--- src/sv/seven_segment_raster_scan_unit_defines.svh ---
// ---------------------------------------------------------------------------
// seven segment raster scan unit assertion macros
// shared property wrappers for the rtl checks
// ---------------------------------------------------------------------------
`ifndef SEVEN_SEGMENT_RASTER_SCAN_UNIT_DEFINES_SVH
`define SEVEN_SEGMENT_RASTER_SCAN_UNIT_DEFINES_SVH

// same-cycle implication, checked outside reset
`define SSRS_ASSERT_NOW(label, ante, cons) \
  label: assert property (@(posedge clk) disable iff (rst) (ante) |-> (cons)) \
    else $error("ssrs check failed");

// next-cycle implication, checked outside reset
`define SSRS_ASSERT_NEXT(label, ante, cons) \
  label: assert property (@(posedge clk) disable iff (rst) (ante) |=> (cons)) \
    else $error("ssrs check failed");

`endif

--- src/sv/ssrs_pkg.sv ---
// ---------------------------------------------------------------------------
// ssrs_pkg
// widths, codes, segment table and control structs of the raster scan unit
// ---------------------------------------------------------------------------
package ssrs_pkg;

  localparam int MAX_DIGITS  = 16;
  localparam int MAX_SEGMENT = 15;
  localparam int DIGIT_W     = 4;
  localparam int SEG_W       = 4;
  localparam int POS_W       = $clog2(MAX_DIGITS);
  localparam int COUNT_W     = $clog2(MAX_DIGITS + 1);
  localparam int ROW_W       = $clog2(2 * MAX_SEGMENT + 3);
  localparam int COL_W       = $clog2(MAX_SEGMENT + 3);

  typedef enum logic [1:0] {
    GLYPH_SPACE = 2'd0,
    GLYPH_BAR   = 2'd1,
    GLYPH_DASH  = 2'd2
  } glyph_t;

  typedef enum logic [2:0] {
    SEG_TOP         = 3'd0,
    SEG_UPPER_LEFT  = 3'd1,
    SEG_UPPER_RIGHT = 3'd2,
    SEG_MIDDLE      = 3'd3,
    SEG_LOWER_LEFT  = 3'd4,
    SEG_LOWER_RIGHT = 3'd5,
    SEG_BOTTOM      = 3'd6
  } segment_t;

  typedef enum logic {
    S_IDLE  = 1'b0,
    S_FETCH = 1'b1
  } state_t;

  typedef struct packed {
    logic load;
    logic fetch;
    logic emit;
  } ctrl_cmd_t;

  typedef struct packed {
    logic scan_ready;
    logic out_free;
  } ctrl_stat_t;

  // bit n is segment n
  function automatic logic [6:0] seg_pattern(input logic [DIGIT_W-1:0] digit);
    logic [6:0] p;
    unique case (digit)
      4'd0:    p = 7'b1110111;
      4'd1:    p = 7'b0100100;
      4'd2:    p = 7'b1011101;
      4'd3:    p = 7'b1101101;
      4'd4:    p = 7'b0101110;
      4'd5:    p = 7'b1101011;
      4'd6:    p = 7'b1111011;
      4'd7:    p = 7'b0100101;
      4'd8:    p = 7'b1111111;
      4'd9:    p = 7'b1101111;
      default: p = 7'b0000000;
    endcase
    return p;
  endfunction

endpackage

--- src/sv/ssrs_ctrl.sv ---
// ---------------------------------------------------------------------------
// ssrs_ctrl
// request sequencer: takes words, issues load, fetch and emit commands
// ---------------------------------------------------------------------------
`include "seven_segment_raster_scan_unit_defines.svh"

module ssrs_ctrl
  import ssrs_pkg::*;
(
  input  logic       clk,
  input  logic       rst,
  input  logic       in_valid,
  input  logic       req_type,
  output logic       in_stall,
  input  ctrl_stat_t stat,
  output ctrl_cmd_t  cmd
);

  state_t state;
  state_t state_next;

  always_ff @(posedge clk) begin
    if (rst) begin
      state <= S_IDLE;
    end else begin
      state <= state_next;
    end
  end

  always_comb begin
    state_next = state;
    unique case (state)
      S_IDLE: begin
        if (in_valid && req_type && stat.scan_ready) begin
          state_next = S_FETCH;
        end
      end
      S_FETCH: begin
        if (stat.out_free) begin
          state_next = S_IDLE;
        end
      end
      default: state_next = S_IDLE;
    endcase
  end

  always_comb begin
    in_stall  = 1'b1;
    cmd.load  = 1'b0;
    cmd.fetch = 1'b0;
    cmd.emit  = 1'b0;
    unique case (state)
      S_IDLE: begin
        in_stall  = 1'b0;
        cmd.load  = in_valid && !req_type;
        // advance before a complete number is dropped
        cmd.fetch = in_valid && req_type && stat.scan_ready;
      end
      S_FETCH: begin
        cmd.emit = stat.out_free;
      end
      default: ;
    endcase
  end

  `SSRS_ASSERT_NEXT(a_fetch_enters, cmd.fetch, state == S_FETCH)
  `SSRS_ASSERT_NEXT(a_fetch_waits, state == S_FETCH && !stat.out_free, state == S_FETCH)

endmodule

--- src/sv/ssrs_datapath.sv ---
// ---------------------------------------------------------------------------
// ssrs_datapath
// digit store, scan counters, glyph decode and output register
// ---------------------------------------------------------------------------
`include "seven_segment_raster_scan_unit_defines.svh"

module ssrs_datapath
  import ssrs_pkg::*;
(
  input  logic               clk,
  input  logic               rst,
  input  logic               cfg_wr_en,
  input  logic [SEG_W-1:0]   cfg_wr_data,
  input  logic [DIGIT_W-1:0] digit_value,
  input  logic               last_digit,
  input  ctrl_cmd_t          cmd,
  output ctrl_stat_t         stat,
  input  logic               out_stall,
  output logic               out_valid,
  output glyph_t             glyph,
  output logic               end_of_row,
  output logic               end_of_frame
);

  logic [DIGIT_W-1:0] digit_store [MAX_DIGITS];
  logic [DIGIT_W-1:0] rd_digit;

  logic [SEG_W-1:0]   seg_len;
  logic [COUNT_W-1:0] digit_count;
  logic [COUNT_W-1:0] digit_count_next;
  logic               loading_done;
  logic               loading_done_next;
  logic [ROW_W-1:0]   row_index;
  logic [ROW_W-1:0]   row_index_next;
  logic [COL_W-1:0]   cell_column;
  logic [COL_W-1:0]   cell_column_next;
  logic [POS_W-1:0]   digit_position;
  logic [POS_W-1:0]   digit_position_next;

  logic [COUNT_W-1:0] load_base;
  logic               store_wr;

  logic [ROW_W-1:0]   mid_row;
  logic [ROW_W-1:0]   last_row;
  logic [COL_W-1:0]   bar_col;
  logic [COL_W-1:0]   end_col;
  logic [COUNT_W-1:0] pos_plus;
  logic               dash_row;
  logic               upper;
  logic [6:0]         segs;
  glyph_t             glyph_calc;
  logic               eor_calc;
  logic               eof_calc;

  // a load after a finished number starts over
  assign load_base = loading_done ? '0 : digit_count;
  assign store_wr  = cmd.load && (load_base < COUNT_W'(MAX_DIGITS));

  always_ff @(posedge clk) begin
    if (store_wr) begin
      digit_store[load_base[POS_W-1:0]] <= digit_value;
    end
    if (cmd.fetch) begin
      rd_digit <= digit_store[digit_position];
    end
  end

  assign mid_row  = ROW_W'(seg_len) + ROW_W'(1);
  assign last_row = ROW_W'({seg_len, 1'b0}) + ROW_W'(2);
  assign bar_col  = COL_W'(seg_len) + COL_W'(1);
  assign end_col  = COL_W'(seg_len) + COL_W'(2);
  assign pos_plus = COUNT_W'(digit_position) + COUNT_W'(1);

  assign dash_row = (row_index == '0) || (row_index == mid_row) || (row_index == last_row);
  assign upper    = row_index < mid_row;
  assign segs     = seg_pattern(rd_digit);

  always_comb begin
    glyph_calc = GLYPH_SPACE;
    priority if (cell_column == '0 && !dash_row) begin
      if (segs[upper ? SEG_UPPER_LEFT : SEG_LOWER_LEFT]) glyph_calc = GLYPH_BAR;
    end else if (cell_column == bar_col && !dash_row) begin
      if (segs[upper ? SEG_UPPER_RIGHT : SEG_LOWER_RIGHT]) glyph_calc = GLYPH_BAR;
    end else if (cell_column != '0 && cell_column <= COL_W'(seg_len) && dash_row) begin
      priority if (row_index == '0) begin
        if (segs[SEG_TOP]) glyph_calc = GLYPH_DASH;
      end else if (row_index == last_row) begin
        if (segs[SEG_BOTTOM]) glyph_calc = GLYPH_DASH;
      end else begin
        if (segs[SEG_MIDDLE]) glyph_calc = GLYPH_DASH;
      end
    end else begin
      glyph_calc = GLYPH_SPACE;
    end
  end

  assign eor_calc = (cell_column == end_col) && (pos_plus == digit_count);
  assign eof_calc = eor_calc && (row_index == last_row);

  always_comb begin
    digit_count_next    = digit_count;
    loading_done_next   = loading_done;
    row_index_next      = row_index;
    cell_column_next    = cell_column;
    digit_position_next = digit_position;
    priority if (cfg_wr_en) begin
      row_index_next      = '0;
      cell_column_next    = '0;
      digit_position_next = '0;
    end else if (cmd.load) begin
      digit_count_next  = store_wr ? load_base + COUNT_W'(1) : load_base;
      loading_done_next = last_digit;
      if (loading_done || last_digit) begin
        row_index_next      = '0;
        cell_column_next    = '0;
        digit_position_next = '0;
      end
    end else if (cmd.emit) begin
      if (cell_column < end_col) begin
        cell_column_next = cell_column + COL_W'(1);
      end else begin
        cell_column_next = '0;
        if (pos_plus < digit_count) begin
          digit_position_next = digit_position + POS_W'(1);
        end else begin
          digit_position_next = '0;
          row_index_next = (row_index < last_row) ? row_index + ROW_W'(1) : '0;
        end
      end
    end else begin
      // nothing moves, counters hold
    end
  end

  always_ff @(posedge clk) begin
    if (rst) begin
      seg_len        <= SEG_W'(1);
      digit_count    <= '0;
      loading_done   <= 1'b0;
      row_index      <= '0;
      cell_column    <= '0;
      digit_position <= '0;
      out_valid      <= 1'b0;
    end else begin
      if (cfg_wr_en) begin
        seg_len <= cfg_wr_data;
      end
      digit_count    <= digit_count_next;
      loading_done   <= loading_done_next;
      row_index      <= row_index_next;
      cell_column    <= cell_column_next;
      digit_position <= digit_position_next;
      if (cmd.emit) begin
        out_valid <= 1'b1;
      end else if (!out_stall) begin
        out_valid <= 1'b0;
      end
    end
  end

  // output word register
  always_ff @(posedge clk) begin
    if (cmd.emit) begin
      glyph        <= glyph_calc;
      end_of_row   <= eor_calc;
      end_of_frame <= eof_calc;
    end
  end

  assign stat.scan_ready = loading_done && (digit_count != '0);
  assign stat.out_free   = !out_valid || !out_stall;

  `SSRS_ASSERT_NEXT(a_emit_shows, cmd.emit, out_valid)
  `SSRS_ASSERT_NOW(a_frame_in_row, out_valid && end_of_frame, end_of_row)
  `SSRS_ASSERT_NEXT(a_stalled_word_kept, out_valid && out_stall && !cmd.emit,
                    out_valid && $stable(glyph))

endmodule

--- src/sv/seven_segment_raster_scan_unit.sv ---
// ---------------------------------------------------------------------------
// seven_segment_raster_scan_unit
// scaled seven-segment figure generator, one glyph word per advance request
// ---------------------------------------------------------------------------
// A load word (req_type 0) stores one digit; the digit with last_digit set
// closes the number, and a later load starts a new one. An advance word
// (req_type 1) reads the digit store into a register when it is accepted,
// then the glyph, end_of_row and end_of_frame go into the output register
// once the output is free; no new word is accepted until then. The output
// register lets the next word be accepted while a result waits under
// out_stall. Advances before a number is complete give no result. A write
// of segment_length returns the scan to the first character of the figure.

module seven_segment_raster_scan_unit
  import ssrs_pkg::*;
(
  input  logic               clk,
  input  logic               rst,
  input  logic               cfg_wr_en,
  input  logic [SEG_W-1:0]   cfg_wr_data,
  input  logic               in_valid,
  output logic               in_stall,
  input  logic               req_type,
  input  logic [DIGIT_W-1:0] digit_value,
  input  logic               last_digit,
  output logic               out_valid,
  input  logic               out_stall,
  output logic [1:0]         glyph,
  output logic               end_of_row,
  output logic               end_of_frame
);

  ctrl_cmd_t  cmd;
  ctrl_stat_t stat;
  glyph_t     glyph_code;

  ssrs_ctrl u_ctrl (
    .clk      (clk),
    .rst      (rst),
    .in_valid (in_valid),
    .req_type (req_type),
    .in_stall (in_stall),
    .stat     (stat),
    .cmd      (cmd)
  );

  ssrs_datapath u_datapath (
    .clk          (clk),
    .rst          (rst),
    .cfg_wr_en    (cfg_wr_en),
    .cfg_wr_data  (cfg_wr_data),
    .digit_value  (digit_value),
    .last_digit   (last_digit),
    .cmd          (cmd),
    .stat         (stat),
    .out_stall    (out_stall),
    .out_valid    (out_valid),
    .glyph        (glyph_code),
    .end_of_row   (end_of_row),
    .end_of_frame (end_of_frame)
  );

  assign glyph = glyph_code;

endmodule
--- config.mk ---
export PLATFORM = sky130hd
export DESIGN_NAME = seven_segment_raster_scan_unit
export DESIGN_NICKNAME = d
export VERILOG_FILES = /design/src/sv/ssrs_pkg.sv /design/src/sv/ssrs_ctrl.sv /design/src/sv/ssrs_datapath.sv /design/src/sv/seven_segment_raster_scan_unit.sv
export VERILOG_INCLUDE_DIRS = /design/src /design/src/sv
export SDC_FILE = /design/constraint.sdc
export NUM_CORES = 1
export LEC_CHECK = 0
export ABC_AREA = 0
export BUFFER_PORTS_ARGS = -buffer_cell sky130_fd_sc_hd__buf_2
export CORE_MARGIN = 5
export CORE_UTILIZATION = 40
export DETAILED_ROUTE_END_ITERATION = 16
export PLACE_DENSITY = 0.54
export SLEW_MARGIN = 0
export SYNTH_ARGS = -nofsm -noshare
export SYNTH_HDL_FRONTEND = slang
export SYNTH_SLANG_ARGS = --single-unit
--- constraint.sdc ---
create_clock -name clk -period 7.9 [get_ports clk]
set_input_delay 1.185 -clock clk [delete_from_list [all_inputs] [get_ports clk]]
set_output_delay 1.185 -clock clk [all_outputs]
set_load 0.02 [all_outputs]
==> impl_metrics.toml, run 1 <==
[run_status]
outcome = "completed"

[synth]
synth_fp_nets = 501
synth-seq-cells = 99
yosysMostFrequentCell = "edfxtp_1"
yosys.area.top_type_share = 0.422
synth_commonest_cells = "72 x edfxtp_1, 48 x nor2_1, 38 x ha_1"
synth_edf_count = 72
netlist_top_cells_area = "edfxtp_1 42%, dfxtp_1 11%, ha_1 9.3%"
async_flop_share = 0
ys_types = 57
synthFlopType = "edfxtp_1"
synth_cells = 448
yosysSeqAreaShare = 0.528
synth_area_um2 = 5120
yosysTopAreaCell = "edfxtp_1"
synth.avg_cell_area_um2 = 11.4
ys_warn_count = 0

[floorplanning]
coreArea_um2 = 12600
die_x_um = 123
initial_core_util = 0.407
die_h_um = 123
dieArea_um2 = 15200
fp-row-count = 41
pin_count = 21

[setup_path]
path_cells = "buf_2 -> nor3b_1 -> a21boi_1 -> nand2_1 -> nor2_1"
start_kind = "input pin"
arrival_ns = 3.11
crit_slowest_cell = "nor3b_1"
max_stage_delay_ns = 0.66
r2r_end = "u_datapath.row_index[2]"
rr_worst_depth = 10
cp.required_ns = 7.92
critPathMaxFanout = 7
r2r-start = "u_datapath.digit_position[1]"
path_class = "input pin to register"
crit_path_end_kind = "register"
rrSetupSlack_ns = 4.83

[finish]
syn2layout_area_growth_pct = 10.9
drive_gt1_frac = 0.128
n_antenna_cell = 0
fillerInstances = 1176
multi_input_area_um2 = 2240
final_util = 0.452
nNetsFinal = 517
ff_latch_area_um2 = 2700
final_cells = 641

[detailed_routing]
wirelength_mm = 11.4
wl_per_cell_um = 17.7
ant_nets = 0
drcViolationCount = 0
vias = 3433
drt_iter0_drc = 226
via_per_inst = 5.36
dr.pass1.iters = 4

[timing]
min_period_ns = 3.09
fin_setup_tns_ns = 0
finalSetupViolCount = 0
max_freq_mhz = 324
rsz0062_at_grt = "no"
clock_skew_ns = 0.00911
drv_slew = 0
holdWs_ns = 0.535
fin_crit_sh = 0.391
max-slew-margin-rel = 0.473
worst_pin_slew_ns = 0.789
finalHoldViolCount = 0

[placement]
gp_congestion = 0.796
post-place-cells = 625
hpwl_mm = 8.35
port_buffers = 20

[clock_tree]
post_cts_buffers = 0
ctsHtreeMaxLevel = 3
clkLatencyLatePin_ns = 0.36
cts_tree = "yes"
cts_made_buffers = 9
postCtsHoldBufs = 0
clkTransAtPathRegs_ns = 0.07
cts_max_path_buffers = 2
cts_root_buffer = "clkbuf_16"
cts_num_sinks = 99
cts_resized = 0

[global_routing]
grt_pass1_wl_mm = 18.2
globalRouteTotalUtil = 0.161
overflow = 0
grt_start_max_net_pins = 26
first_global_vias = 3377
antenna_found_initial = 0

[flow_run]
cap_violations = 0

[power]
irDropWorstVdd_v = 0.0000892
p_leak_nw = 2.03
powerDensity_nw_per_um2 = 184
finalPower_mw = 1.05

[min_path]
hold_end = "u_datapath.digit_position[0]"
hold_class = "register to register"
hp-start = "u_datapath.digit_position[0]"
min_path_cells = 2
-- critical path, delay by kind of cell --
family | cells | cell delay [ns]
and+or+nand+nor | 3 | 1.32
AOI/OAI and AO/OA | 1 | 0.49
buffers and inverters | 1 | 0.10
-- cell usage in the layout, fill, tap and decap left out, types with 9 or more instances in the layout --
cell | synthesis | layout
a21oi_1 | 23 | 23
buf_2 | 2 | 20
clkbuf_16 | 0 | 9
dfxtp_1 | 27 | 27
edfxtp_1 | 72 | 72
ha_1 | 38 | 38
inv_1 | 26 | 26
mux2i_1 | 20 | 20
nand2_1 | 33 | 33
nand3_1 | 12 | 12
nor2_1 | 48 | 48
o21ai_0 | 18 | 18
-- routing by layer --
layer  vias to the layer above  global-route usage  wire (um)
li1                       1698                   -          -
met3                         8              0.0412        570
met1                      1654               0.234       5570
met2                        73               0.240       5120
met4                         0              0.0436        115
met5                         -                   0          0
-- cells by family (layout without fill, tap and decap cells) --
kind of cell / Yosys count / count (layout) / synth area share
mux: 33 / 33 / 0.0853
compound gates: 84 / 84 / 0.106
buf+inv: 44 / 65 / 0.0345
fa+ha+maj: 39 / 39 / 0.0948
xor+xnor: 13 / 13 / 0.0222
simple gates: 136 / 136 / 0.129
flops: 99 / 99 / 0.528
-- sequential cells by signal, summed over array words and instances, names as in the netlist --
name / count
u_datapath.rd_digit: 4
u_datapath.digit_count: 5
u_ctrl.state: 1
u_datapath.end_of_row: 1
u_datapath.loading_done: 1
u_datapath.end_of_frame: 1
u_datapath.glyph: 2
u_datapath.seg_len: 4
u_datapath.digit_store: 64
u_datapath.out_valid: 1
u_datapath.digit_position: 4
u_datapath.cell_column: 5
u_datapath.row_index: 6
-- stage by stage --
stage          instance area, um^2  setup WS (ns)
6_report                      5680           4.81
3_5_place_dp                  5380           4.43
2_1_floorplan                 5120           5.08
3_3_place_gp                  5380           4.57
5_1_grt                       5680           4.52
4_1_cts                       5680           4.80
-- report_power, final --
group          total, mW  internal, mW  switching, mW
clock              0.432         0.222          0.209
sequential         0.562         0.558        0.00385
combinational     0.0521        0.0198         0.0324
total               1.05         0.800          0.246
-- worst max path at each step --
| stage | from | endpoint | slack [ns] | cells after the start |
|---|---|---|---|---|
| after global placement | req_type | u_datapath.digit_store[8][1] | 4.57 | 5 |
| after CTS | req_type | u_datapath.digit_store[15][2] | 4.80 | 5 |
| after global routing | req_type | u_datapath.digit_store[13][3] | 4.52 | 5 |
| final | req_type | u_datapath.digit_store[15][2] | 4.81 | 5 |
| after floorplan | req_type | u_datapath.digit_store[15][0] | 5.08 | 4 |
| after detailed placement | req_type | u_datapath.digit_store[15][1] | 4.43 | 5 |
-- final cells by class --
| class | count | share of cell area |
|---|---|---|
| Sequential cell | 99 | 0.476 |
| Multi-Input combinational cell | 305 | 0.395 |
| Clock buffer | 9 | 0.0397 |
| Tap cell | 172 | 0.0379 |
| Timing Repair Buffer | 23 | 0.0216 |
| Inverter | 26 | 0.0172 |
| Clock inverter | 7 | 0.0128 |
Note: power is estimated with default switching activity, not from simulation.
==> inputs of run 2 (changes only) <==
--- a/config.mk
+++ b/config.mk
@@ -11,7 +11,7 @@
 export CORE_MARGIN = 5
 export CORE_UTILIZATION = 40
 export DETAILED_ROUTE_END_ITERATION = 16
-export PLACE_DENSITY = 0.54
+export PLACE_DENSITY = 0.56
 export SLEW_MARGIN = 0
 export SYNTH_ARGS = -nofsm -noshare
 export SYNTH_HDL_FRONTEND = slang
==> constraint.sdc (replaced) <==
create_clock -name clk -period 2.8 [get_ports clk]
set_input_delay 0.42 -clock clk [delete_from_list [all_inputs] [get_ports clk]]
set_output_delay 0.42 -clock clk [all_outputs]
set_load 0.02 [all_outputs]
==> run 2 against run 1 <==
Clock power rose to 2.8 times the previous value. Flip-flop and latch count unchanged. Die area unchanged. Wire length shrank 4.0%. Final cell count rose by 0.78%.
==> impl_metrics.toml, run 2 (same netlist as run 1, synthesis figures left out) <==
[detailed_routing]
ant_nets = 0
via_per_inst = 5.31
dr.pass1.iters = 4
wl_per_cell_um = 16.9
vias = 3429
drcViolationCount = 0
drt_iter0_drc = 205
wirelength_mm = 10.9

[floorplanning]
dieArea_um2 = 15200
die_x_um = 123
die_h_um = 123
initial_core_util = 0.407
coreArea_um2 = 12600
fp-row-count = 41
pin_count = 21

[timing]
finalSetupViolCount = 0
drv_slew = 0
holdWs_ns = 0.306
clock_skew_ns = 0.00597
finalHoldViolCount = 0
fin_setup_tns_ns = 0
fin_ws_ns = 0.200
worst_pin_slew_ns = 0.685
max-slew-margin-rel = 0.543
max_freq_mhz = 385
min_period_ns = 2.60
fin_crit_sh = 0.928
rsz0062_at_grt = "no"

[placement]
hpwl_mm = 8.09
place_ws_ns = 0.214
gp_congestion = 0.830
port_buffers = 20
post-place-cells = 631

[clock_tree]
clkLatencyLatePin_ns = 0.34
cts_max_path_buffers = 2
cts_tree = "yes"
cts_num_sinks = 99
post_cts_buffers = 0
clkTransAtPathRegs_ns = 0.07
postCtsHoldBufs = 0
cts_root_buffer = "clkbuf_16"
ctsHtreeMaxLevel = 3
cts_made_buffers = 9

[finish]
final_common_cell = "edfxtp_1"
syn2layout_area_growth_pct = 11.7
final_cell_mix = "72 x edfxtp_1, 48 x nor2_1, 38 x ha_1"
ff_latch_area_um2 = 2700
fillerInstances = 1178
multi_input_area_um2 = 2240
nNetsFinal = 523
drive_gt1_frac = 0.137
n_antenna_cell = 0
final_cells = 646
largest_register_ffs = 64

[setup_path]
crit_path_end_kind = "register"
arrival_ns = 2.69
rr_worst_depth = 7
start_kind = "register"
critPathMaxFanout = 8
cp.required_ns = 2.89
path_class = "register to register"

[global_routing]
first_global_vias = 3358
antenna_found_initial = 0
overflow = 0
grt_start_max_net_pins = 25
globalRouteTotalUtil = 0.155
grt_pass1_wl_mm = 18.0

[run_status]
outcome = "completed"

[min_path]
hold_class = "input pin to register"
min_path_cells = 3

[power]
irDropWorstVdd_v = 0.000282
p_leak_nw = 2.05
powerDensity_nw_per_um2 = 518

[flow_run]
cap_violations = 0
==> run 2: worst paths after layout <==
kind / from / end / slack (ns)
hold / removal: cfg_wr_data[0] / u_datapath.seg_len[0] / 0.31
setup / recovery: u_datapath.seg_len[2] / u_datapath.glyph[1] / 0.20
setup reg to reg: u_datapath.seg_len[2] / u_datapath.glyph[1] / 0.20
hold reg to reg: u_datapath.digit_position[0] / u_datapath.digit_position[0] / 0.55
==> run 2: routing by layer <==
metal	track usage	vias to the layer above	part of all wire
li1	-	1700	-
met1	0.223	1664	0.50
met2	0.238	55	0.46
met3	0.0284	10	0.029
met4	0.0491	0	0.011
met5	0	-	0
==> run 2: per-stage QoR <==
step	util	cell area [um^2]	power, mW
floorplan	-	5120	1.71
global placement	0.432	5420	1.76
detailed placement	0.432	5420	1.76
CTS	0.455	5720	2.98
global route	0.455	5720	3.07
finish	0.455	5720	2.96
==> run 2: what timing repair did <==
item | 4_1_cts | 5_1_grt
endpoints found under the setup margin | 0 | 6
hold endpoints to repair | 0 | 0
resized for setup | 0 | 2
==> run 2: area by class of cell <==
cell class / instances / share of cell area
Sequential cell: 99 / 0.473
Inverter: 26 / 0.0171
Clock buffer: 10 / 0.0401
Tap cell: 172 / 0.0376
Multi-Input combinational cell: 305 / 0.392
Timing Repair Buffer: 29 / 0.0293
Clock inverter: 5 / 0.0109
==> run 2: worst max-delay path: stages, from the launching register on <==
cell,delay (ns)
dfxtp_1,0.49
ha_1,0.30
a21boi_1,0.16
or3_1,0.37
a2111o_1,0.52
and4_2,0.27
o21ai_1,0.14
a31oi_1,0.10
==> run 2: power by group <==
| part | switching (mW) | leakage (nW) | internal (mW) |
|---|---|---|---|
| clock network | 0.537 | 0.135 | 0.693 |
| registers | 0.0100 | 0.859 | 1.58 |
| logic | 0.0874 | 1.06 | 0.0579 |
